===== config.mk =====
export PLATFORM = sky130hd
export DESIGN_NAME = rainbow_pseudocolor_mapper_top
export DESIGN_NICKNAME = d
export VERILOG_FILES = /design/src/rtl/core/rpm_pkg.sv /design/src/rtl/core/rpm_divider.sv /design/src/rtl/core/rainbow_pseudocolor_mapper_top.sv
export SDC_FILE = /design/constraint.sdc
export NUM_CORES = 2
export LEC_CHECK = 0
export BUFFER_PORTS_ARGS = -buffer_cell sky130_fd_sc_hd__buf_2
export CAP_MARGIN = 20
export CORE_ASPECT_RATIO = 0.8
export CORE_MARGIN = 2
export CORE_UTILIZATION = 37
export CTS_BUF_LIST = sky130_fd_sc_hd__clkbuf_8
export DETAILED_ROUTE_END_ITERATION = 7
export PLACE_DENSITY = 0.57
export SLEW_MARGIN = 20
export SYNTH_ARGS = -nofsm -noshare
export SYNTH_HDL_FRONTEND = slang
export SYNTH_HIERARCHICAL = 1
export SYNTH_SLANG_ARGS = --single-unit

===== constraint.sdc =====
create_clock -name clk -period 10.4 [get_ports clk]
set_clock_uncertainty 0.15 [all_clocks]
set_input_delay 2.08 -clock clk [delete_from_list [all_inputs] [get_ports clk]]
set_output_delay 2.08 -clock clk [all_outputs]
set_load 0.05 [all_outputs]

===== src/rtl/core/rpm_pkg.sv =====
`timescale 1ns / 1ps
// ----------------------------------------------------------------------------
// rpm_pkg
// Shared types, constants and helpers of the rainbow pseudo-color mapper.
// ----------------------------------------------------------------------------
package rpm_pkg;

	localparam int SAMPLE_WIDTH_DEF = 32;
	localparam int FIELD_WIDTH      = 32;
	localparam int COLOR_WIDTH      = 8;
	localparam int FRAC_BITS        = 16;
	localparam int SEG_FRAC_BITS    = 14;
	localparam int CFG_INDEX_WIDTH  = 2;

	localparam logic signed [FIELD_WIDTH-1:0] VALUE_MIN_RESET = 32'sd0;
	localparam logic signed [FIELD_WIDTH-1:0] VALUE_MAX_RESET = 32'sd65535;
	localparam logic [COLOR_WIDTH-1:0]        ALPHA_VALUE     = 8'd200;
	localparam logic [COLOR_WIDTH-1:0]        COLOR_FULL      = 8'd255;
	localparam logic [COLOR_WIDTH-1:0]        COLOR_NONE      = 8'd0;
	localparam logic [SEG_FRAC_BITS:0]        SEG_ONE         = 15'd16384;

	typedef enum logic [CFG_INDEX_WIDTH-1:0] {
		REG_VALUE_MIN = 2'd0,
		REG_VALUE_MAX = 2'd1
	} cfg_reg_t;

	// how t16 is formed for an item
	typedef enum logic [1:0] {
		CLS_ZERO = 2'd0,
		CLS_FULL = 2'd1,
		CLS_DIV  = 2'd2
	} cls_t;

	typedef enum logic [1:0] {
		SEG_BLUE_CYAN   = 2'd0,
		SEG_CYAN_GREEN  = 2'd1,
		SEG_GREEN_YELLOW = 2'd2,
		SEG_YELLOW_RED  = 2'd3
	} seg_t;

	// floor(f * 255 / 16384), f in 0..16384
	function automatic logic [COLOR_WIDTH-1:0] ramp(input logic [SEG_FRAC_BITS:0] f);
		logic [22:0] p;
		p = {f, 8'b0} - {8'b0, f};
		return p[21:14];
	endfunction

endpackage


===== src/rtl/core/rpm_divider.sv =====
`timescale 1ns / 1ps
// ----------------------------------------------------------------------------
// rpm_divider
// Pipelined restoring divider: q = floor(num * 2^FRAC_BITS / den) for num < den, one
// quotient bit per stage. Valid and item class travel alongside.
// ----------------------------------------------------------------------------
module rpm_divider import rpm_pkg::*; #(
	parameter int SAMPLE_WIDTH = SAMPLE_WIDTH_DEF
) (
	input  logic                    clk,
	input  logic                    arst_n,
	input  logic                    in_vld,
	input  cls_t                    in_cls,
	input  logic [SAMPLE_WIDTH-1:0] in_num,
	input  logic [SAMPLE_WIDTH-1:0] in_den,
	output logic                    out_vld,
	output cls_t                    out_cls,
	output logic [FRAC_BITS-1:0]    out_quo
);

	logic                    vld_s [0:FRAC_BITS];
	cls_t                    cls_s [0:FRAC_BITS];
	logic [SAMPLE_WIDTH-1:0] rem_s [0:FRAC_BITS];
	logic [SAMPLE_WIDTH-1:0] den_s [0:FRAC_BITS];
	logic [FRAC_BITS-1:0]    quo_s [0:FRAC_BITS];

	assign vld_s[0] = in_vld;
	assign cls_s[0] = in_cls;
	assign rem_s[0] = in_num;
	assign den_s[0] = in_den;
	assign quo_s[0] = '0;

	for (genvar i = 0; i < FRAC_BITS; i++) begin : g_stage
		logic [SAMPLE_WIDTH:0] shifted;
		logic [SAMPLE_WIDTH:0] diff;
		logic                  ge;

		assign shifted = {rem_s[i], 1'b0};
		assign ge      = shifted >= {1'b0, den_s[i]};
		assign diff    = shifted - {1'b0, den_s[i]};

		always_ff @(posedge clk or negedge arst_n) begin
			if (!arst_n) begin
				vld_s[i+1] <= 1'b0;
			end else begin
				vld_s[i+1] <= vld_s[i];
			end
		end

		always_ff @(posedge clk) begin
			cls_s[i+1] <= cls_s[i];
			den_s[i+1] <= den_s[i];
			rem_s[i+1] <= ge ? diff[SAMPLE_WIDTH-1:0] : shifted[SAMPLE_WIDTH-1:0];
			quo_s[i+1] <= {quo_s[i][FRAC_BITS-2:0], ge};
		end
	end

	assign out_vld = vld_s[FRAC_BITS];
	assign out_cls = cls_s[FRAC_BITS];
	assign out_quo = quo_s[FRAC_BITS];

endmodule


===== src/rtl/core/rainbow_pseudocolor_mapper_top.sv =====
`timescale 1ns / 1ps
// ----------------------------------------------------------------------------
// rainbow_pseudocolor_mapper_top
// Maps each signed sample to RGBA on a blue-cyan-green-yellow-red ramp.
//
// channel | ports                                  | handshake
// --------+----------------------------------------+-------------------------
// input   | start, busy, sample                    | start && !busy
// result  | done, red, green, blue, alpha          | done strobe, one cycle
// config  | cfg_valid, cfg_ready, cfg_index, cfg_data | cfg_valid && cfg_ready
//
// One item per clock; busy is always low. From accept to done an item passes
// the input register, two setup stages, 16 divider stages (one quotient bit
// each) and two color stages. Reset clears all valid bits and loads the
// limit registers with their defaults. The receiver cannot stall.
// ----------------------------------------------------------------------------
module rainbow_pseudocolor_mapper_top import rpm_pkg::*; #(
	parameter int SAMPLE_WIDTH = SAMPLE_WIDTH_DEF
) (
	input  logic                          clk,
	input  logic                          arst_n,
	input  logic                          start,
	output logic                          busy,
	input  logic signed [FIELD_WIDTH-1:0] sample,
	output logic                          done,
	output logic [COLOR_WIDTH-1:0]        red,
	output logic [COLOR_WIDTH-1:0]        green,
	output logic [COLOR_WIDTH-1:0]        blue,
	output logic [COLOR_WIDTH-1:0]        alpha,
	input  logic                          cfg_valid,
	output logic                          cfg_ready,
	input  logic [CFG_INDEX_WIDTH-1:0]    cfg_index,
	input  logic [FIELD_WIDTH-1:0]        cfg_data
);

	logic signed [FIELD_WIDTH-1:0] value_min_q;
	logic signed [FIELD_WIDTH-1:0] value_max_q;

	assign busy      = 1'b0;
	assign cfg_ready = 1'b1;

	always_ff @(posedge clk or negedge arst_n) begin
		if (!arst_n) begin
			value_min_q <= VALUE_MIN_RESET;
			value_max_q <= VALUE_MAX_RESET;
		end else if (cfg_valid && cfg_ready) begin
			unique case (cfg_index)
				REG_VALUE_MIN: value_min_q <= $signed(cfg_data);
				REG_VALUE_MAX: value_max_q <= $signed(cfg_data);
				default: ;
			endcase
		end
	end

	// stage 1: operands at working width
	logic                           vld_s1;
	logic signed [SAMPLE_WIDTH-1:0] smp_s1, min_s1, max_s1;

	always_ff @(posedge clk or negedge arst_n) begin
		if (!arst_n) begin
			vld_s1 <= 1'b0;
		end else begin
			vld_s1 <= start && !busy;
		end
	end

	always_ff @(posedge clk) begin
		smp_s1 <= SAMPLE_WIDTH'(sample);
		min_s1 <= SAMPLE_WIDTH'(value_min_q);
		max_s1 <= SAMPLE_WIDTH'(value_max_q);
	end

	// stage 2: differences and range checks
	logic                    vld_s2, ok_s2;
	logic [SAMPLE_WIDTH-1:0] num_s2, den_s2;

	always_ff @(posedge clk or negedge arst_n) begin
		if (!arst_n) begin
			vld_s2 <= 1'b0;
		end else begin
			vld_s2 <= vld_s1;
		end
	end

	always_ff @(posedge clk) begin
		ok_s2  <= (max_s1 > min_s1) && (smp_s1 > min_s1);
		num_s2 <= smp_s1 - min_s1;
		den_s2 <= max_s1 - min_s1;
	end

	// stage 3: saturation check
	logic                    vld_s3;
	cls_t                    cls_s3;
	logic [SAMPLE_WIDTH-1:0] num_s3, den_s3;

	always_ff @(posedge clk or negedge arst_n) begin
		if (!arst_n) begin
			vld_s3 <= 1'b0;
		end else begin
			vld_s3 <= vld_s2;
		end
	end

	always_ff @(posedge clk) begin
		priority if (!ok_s2) begin
			cls_s3 <= CLS_ZERO;
		end else if (num_s2 >= den_s2) begin
			cls_s3 <= CLS_FULL;
		end else begin
			cls_s3 <= CLS_DIV;
		end
		num_s3 <= num_s2;
		den_s3 <= den_s2;
	end

	logic                 div_vld;
	cls_t                 div_cls;
	logic [FRAC_BITS-1:0] div_quo;

	rpm_divider #(
		.SAMPLE_WIDTH(SAMPLE_WIDTH)
	) u_div (
		.clk    (clk),
		.arst_n (arst_n),
		.in_vld (vld_s3),
		.in_cls (cls_s3),
		.in_num (num_s3),
		.in_den (den_s3),
		.out_vld(div_vld),
		.out_cls(div_cls),
		.out_quo(div_quo)
	);

	// color stage 1: segment and fractions
	logic                   vld_c1;
	seg_t                   seg_c1;
	logic [SEG_FRAC_BITS:0] fup_c1, fdn_c1;
	seg_t                   seg_d;
	logic [SEG_FRAC_BITS:0] f_d;

	always_comb begin
		unique case (div_cls)
			CLS_FULL: begin
				seg_d = SEG_YELLOW_RED;
				f_d   = SEG_ONE;
			end
			CLS_DIV: begin
				seg_d = seg_t'(div_quo[FRAC_BITS-1:SEG_FRAC_BITS]);
				f_d   = {1'b0, div_quo[SEG_FRAC_BITS-1:0]};
			end
			default: begin
				seg_d = SEG_BLUE_CYAN;
				f_d   = '0;
			end
		endcase
	end

	always_ff @(posedge clk or negedge arst_n) begin
		if (!arst_n) begin
			vld_c1 <= 1'b0;
		end else begin
			vld_c1 <= div_vld;
		end
	end

	always_ff @(posedge clk) begin
		seg_c1 <= seg_d;
		fup_c1 <= f_d;
		fdn_c1 <= SEG_ONE - f_d;
	end

	// color stage 2: channel bytes
	logic [COLOR_WIDTH-1:0] r_d, g_d, b_d, up_d, dn_d;

	assign up_d = ramp(fup_c1);
	assign dn_d = ramp(fdn_c1);

	always_comb begin
		unique case (seg_c1)
			SEG_BLUE_CYAN: begin
				r_d = COLOR_NONE; g_d = up_d;       b_d = COLOR_FULL;
			end
			SEG_CYAN_GREEN: begin
				r_d = COLOR_NONE; g_d = COLOR_FULL; b_d = dn_d;
			end
			SEG_GREEN_YELLOW: begin
				r_d = up_d;       g_d = COLOR_FULL; b_d = COLOR_NONE;
			end
			default: begin
				r_d = COLOR_FULL; g_d = dn_d;       b_d = COLOR_NONE;
			end
		endcase
	end

	logic                   vld_c2;
	logic [COLOR_WIDTH-1:0] red_c2, green_c2, blue_c2;

	always_ff @(posedge clk or negedge arst_n) begin
		if (!arst_n) begin
			vld_c2 <= 1'b0;
		end else begin
			vld_c2 <= vld_c1;
		end
	end

	always_ff @(posedge clk) begin
		red_c2   <= r_d;
		green_c2 <= g_d;
		blue_c2  <= b_d;
	end

	assign done  = vld_c2;
	assign red   = red_c2;
	assign green = green_c2;
	assign blue  = blue_c2;
	assign alpha = ALPHA_VALUE;

endmodule


==> After elaboration in Yosys (flattened, before gate mapping) <==
Cells that the tools add are included.
Widths: inputs -> output; s select.
{ "word_totals": {"ff_bits": 1496, "word_cells": 187, "input_bits": 70} }
{ "classes": {"n_lt_le_gt_ge": 19, "eq_ne": 5, "addsub": 20, "muxes": 21, "n_reduce_logical": 7} }
{ "ops": {"columns": ["operator", "n"], "rows": [
  ["$sub 32x32->32", 17],
  ["$ge 33x32->1", 16],
  ["$mux 32", 15],
  ["$gt 32x32->1", 2],
  ["$pmux 8 s2", 3],
  ["$sub 22x15->22", 2],
  ["$ge 32x32->1", 1],
  ["$pmux 15 s2", 1],
  ["$sub 15x15->15 const A", 1],
  ["$eq 2x1->1 const B", 3],
  ["$eq 2x2->1 const B", 2],
  ["$logic_not 2->1", 2],
  ["$pmux 2 s2", 1],
  ["$reduce_and 2->1", 2],
  ["$reduce_or 2->1", 2],
  ["$mux 2", 1],
  ["$logic_and 1x1->1", 1]
]} }

==> Longest topological paths before layout <==
{ "logic_depth": {"ltp_word": 3, "ltp_mapped": 15, "mapped_depth_nobuf": 14} }

==> Modules after synthesis <==
Netlist, hierarchy kept.
{ "modules_own_cells": {"columns": ["mod", "cells_each", "n_inst", "area_each_um2"], "rows": [
  ["rpm_divider", 5843, 1, 54832.6],
  ["rainbow_pseudocolor_mapper_top", 1264, 1, 13837.0]
]} }

==> Least setup slack after synthesis <==
Ideal clock, no wire load.
{ "synth_path": {"path_kind": "in2reg", "from": "input port cfg_index[0]", "to": "register value_min_q[10]", "arrival_time_ns": 3.223, "path_slack_ns": 6.902, "cell_stages": 3, "path_cell_list": "nor3b_1 -> clkbuf_1 -> mux2_2"} }
{ "synth_via": {"elab_chain_len": 2} }
{ "synth_rtl": {"columns": ["element", "line_no", "rtl"], "rows": [
  ["start, declared", "rainbow_pseudocolor_mapper_top.sv:32", "input logic [CFG_INDEX_WIDTH-1:0] cfg_index,"],
  ["$logic_not 2->1", "rainbow_pseudocolor_mapper_top.sv:47", "unique case (cfg_index)"],
  ["$reduce_and 2->1 (no source line)", null, null],
  ["end signal, assigned", "rainbow_pseudocolor_mapper_top.sv:48", "REG_VALUE_MIN: value_min_q <= $signed(cfg_data);"],
  ["end, declared", "rainbow_pseudocolor_mapper_top.sv:36", "logic signed [FIELD_WIDTH-1:0] value_min_q;"]
]} }
No other way between the ends.
A chain may end at the register's enable or synchronous reset.

==> Worst setup path in the final report <==
{ "layout_path": {"from": "register u_div/den_s[225] (netlist bit)", "to": "register u_div.rem_s (netlist bit u_div/g_stage[10].shifted[13])"} }
{ "layout_via": {"elab_chain_len": 2, "word_cells_on_any_way": 3, "classes_between": "add/sub (1); order compare (1); mux (1)"} }
{ "layout_rtl": {"columns": ["element", "line_no", "rtl"], "rows": [
  ["start, declared", "rpm_divider.sv:24", "logic [SAMPLE_WIDTH-1:0] den_s [0:FRAC_BITS];"],
  ["start signal, assigned by index", "rpm_divider.sv:52", "den_s[i+1] <= den_s[i];"],
  ["$sub 32x32->32 / $ge 33x32->1 (equally long branches)", "rpm_divider.sv:40, rpm_divider.sv:39", null],
  ["$mux 32 *", "rpm_divider.sv:53", "rem_s[i+1] <= ge ? diff[SAMPLE_WIDTH-1:0] : shifted[SAMPLE_WIDTH-1:0];"],
  ["end signal, assigned by index", "rpm_divider.sv:53", null],
  ["end, declared", "rpm_divider.sv:23", "logic [SAMPLE_WIDTH-1:0] rem_s [0:FRAC_BITS];"]
]} }
Every way passes the cells marked *; elsewhere a longest branch is shown, timed or not.

==> impl_metrics.env <==
export IMPL_routedWlPerCell_um=16.7
export IMPL_post_cts_buffers=0
export IMPL_ys_seq_elements=1495
export IMPL_rr_worst_depth=12
export IMPL_max_freq_mhz=229
export IMPL_slew_headroom=0.345
export IMPL_antenna_found_initial=6
export IMPL_num_rows=141
export IMPL_synth_top_flop_cell="dfxtp_1"
export IMPL_dr_total_vias=49272
export IMPL_grt_overflow=0
export IMPL_critical_path_endpoint="u_div/g_stage[10].shifted[13]"
export IMPL_yosys_top_cells_area="dfxtp_1 (41%), ha_1 (11%), inv_1 (4.1%), mux2_2 (4.1%), a21oi_1 (4.0%)"
export IMPL_timing_final_hold_violations=0
export IMPL_outcome="finished, final reports clean"
export IMPL_netlist_top_cells_count="dfxtp_1 (1,410), inv_1 (742), ha_1 (628), a21oi_1 (542), nand2_1 (410)"
export IMPL_worst_slew_pin_slew_ns=0.983
export IMPL_rr_startpoint="u_div/den_s[225]"
export IMPL_rsz0062_at_grt="false"
export IMPL_grt_usage=0.173
export IMPL_grt_pass1_wl_um=264000
export IMPL_clk_path_buf_depth=3
export IMPL_h_tree_depth=4
export IMPL_layout_drive_gt1_share=0.115
export IMPL_setup_tns_ns=0
export IMPL_finalCritPeriodShare=0.419
export IMPL_crit_path_end_kind="register"
export IMPL_holdBufCountCts=0
export IMPL_finalMaxSlewViolations=0
export IMPL_crit_type="register to register"
export IMPL_cp_max_fo=54
export IMPL_cts_sinks=1495
export IMPL_syn_to_final_growth_pct=11.5
export IMPL_yosysTopAreaCell="dfxtp_1"
export IMPL_grt_pass1_vias=48446
export IMPL_synthArstFlopShare=0.0569
export IMPL_clk_latency_ns=0.96
export IMPL_fp_dieH_um=389
export IMPL_drv_cap=0
export IMPL_syn_inst=7107
export IMPL_critical_path_arrival_ns=5.02
export IMPL_die_area_um2=189000
export IMPL_tritoncts="built"
export IMPL_cts_root_buf="clkbuf_8"
export IMPL_syn_area_um2=68700
export IMPL_io_buffers=94
export IMPL_grt_max_degree=66
export IMPL_vias_per_cell=4.98
export IMPL_finalCriticalPeriod_ns=4.36
export IMPL_ant_nets=0
export IMPL_synthMostInstantiatedCell="dfxtp_1"
export IMPL_setup_viol=0
export IMPL_coreArea_um2=185000
export IMPL_drt_initial_drc_count=3176
export IMPL_synth_cell_types=110
export IMPL_io_pins=105
export IMPL_route_detailed_drc=0
export IMPL_critPathLaunch="u_div/den_s[225]"
export IMPL_avgSynthCellArea_um2=9.66
export IMPL_cts_made_buffers=219
export IMPL_hpwl_um=130000
export IMPL_dr_pass1_iters=8
export IMPL_cp_start_kind="register"
export IMPL_synth_edff_count=0
export IMPL_seq_area_frac_synth=0.442
export IMPL_r2r_setup_slack_ns=6.04
export IMPL_cp_required_ns=11.07
export IMPL_drt_wl_total_um=166000
export IMPL_nets=7992
export IMPL_yosys_warnings=6
export IMPL_die_w_um=486
export IMPL_routabilityCongestion=0.879
export IMPL_clk_pin_slew_ns=0.07
export IMPL_hold_class="register to register"
export IMPL_synth_top_cell_area_share=0.411
export IMPL_initial_core_util=0.372
export IMPL_r2r_end="u_div/g_stage[10].shifted[13]"
export IMPL_cts_resized=0
[cell type report]
class                      instances  area [um^2]
antenna                            6         15.0
multi-input combinational       4702        34800
tap                             2431         3040
fill                           18055       108000
clock inverter                   138         1230
inverter                         743         2790
clock buffer                     271         3730
timing repair buffer             116          636
sequential                      1495        30400
[how the worst min path moves through the flow]
stage	startpoint	to	slack, ns	depth (start not counted)
final	u_div/quo_s[28]	u_div/out_quo[13]	0.16	0
after global routing	u_div/cls_s[30]	u_div/cls_s[28]	0.18	0
after CTS	u_div/quo_s[33]	u_div/quo_s[18]	0.17	0
after detailed placement	u_div/cls_s[5]	u_div/cls_s[3]	0.16	0
after global placement	u_div/cls_s[21]	u_div/cls_s[19]	0.16	0
after floorplan	u_div/cls_s[12]	u_div/cls_s[10]	0.16	0
[layer usage]
layer,GRT usage,up-vias,share of wire
met5,0,-,0
met4,0.0549,0,0.028
met3,0.0294,281,0.049
met2,0.274,1090,0.44
met1,0.240,22936,0.49
li1,-,24965,-
[state kept, by name, summed over array words and instances (netlist names), 2 cells and up]
signal                 cells
seg_c1                     2
u_div/g_stage.shifted    480
smp_s1                    32
fup_c1                    14
cls_s3                     2
red                        8
u_div/vld_s               15
u_div/quo_s              120
value_max_q               32
green                      8
u_div/out_cls              2
value_min_q               32
num_s3                    32
min_s1                    32
den_s2                    32
fdn_c1                    15
u_div/out_quo             16
max_s1                    32
den_s3                    32
num_s2                    32
u_div/den_s              480
u_div/cls_s               30
blue                       8
[logic make-up (layout without fill, tap and decap cells)]
logic type | Yosys count | in the layout | synth area share
AOI/OAI and AO/OA | 1770 | 1770 | 0.166
xor gates and xnor gates | 489 | 489 | 0.0624
buffers and inverters | 918 | 1268 | 0.0533
adders and majority gates | 645 | 645 | 0.119
DFF | 1495 | 1495 | 0.442
other | 2 | 16 | 0.000109
and+or+nand+nor | 1487 | 1487 | 0.105
muxes | 301 | 301 | 0.0513
[placed cells by master, fill, tap and decap left out, types with 247 or more instances in the layout]
master	count
nor2_1	379
o21ai_0	372
a21oi_1	540
ha_1	628
mux2_2	247
nand2_1	410
dfxtp_1	1410
inv_1	797
a21o_1	309
xnor2_1	302
clkbuf_8	271
[per-stage QoR]
step	instances	hold WS, ns	util	instance area (um^2)	worst slack [ns]
2_1_floorplan	7115	0.160	-	68700	6.90
3_3_place_gp	9486	0.160	0.388	71600	6.20
3_5_place_dp	9487	0.162	0.388	71600	6.11
4_1_cts	9896	0.172	0.415	76600	6.10
5_1_grt	9899	0.179	0.415	76600	5.72
6_report	9902	0.159	0.415	76600	6.04
[worst max-delay path: stages, from the launching register on]
cell and delay (ns):
dfxtp_1 0.37, inv_1 0.06, ha_1 0.30, nor2b_1 0.14
o21a_1 0.18, o21ai_0 0.32, a21oi_1 0.14, o21ai_1 0.46
o21ai_1 0.30, nand2_1 0.15, a21oi_1 0.07, or4_2 1.10
mux2_2 0.44
Power is not shown: default switching activity piles up to over one toggle a cycle in this logic, so the estimate is an artifact.
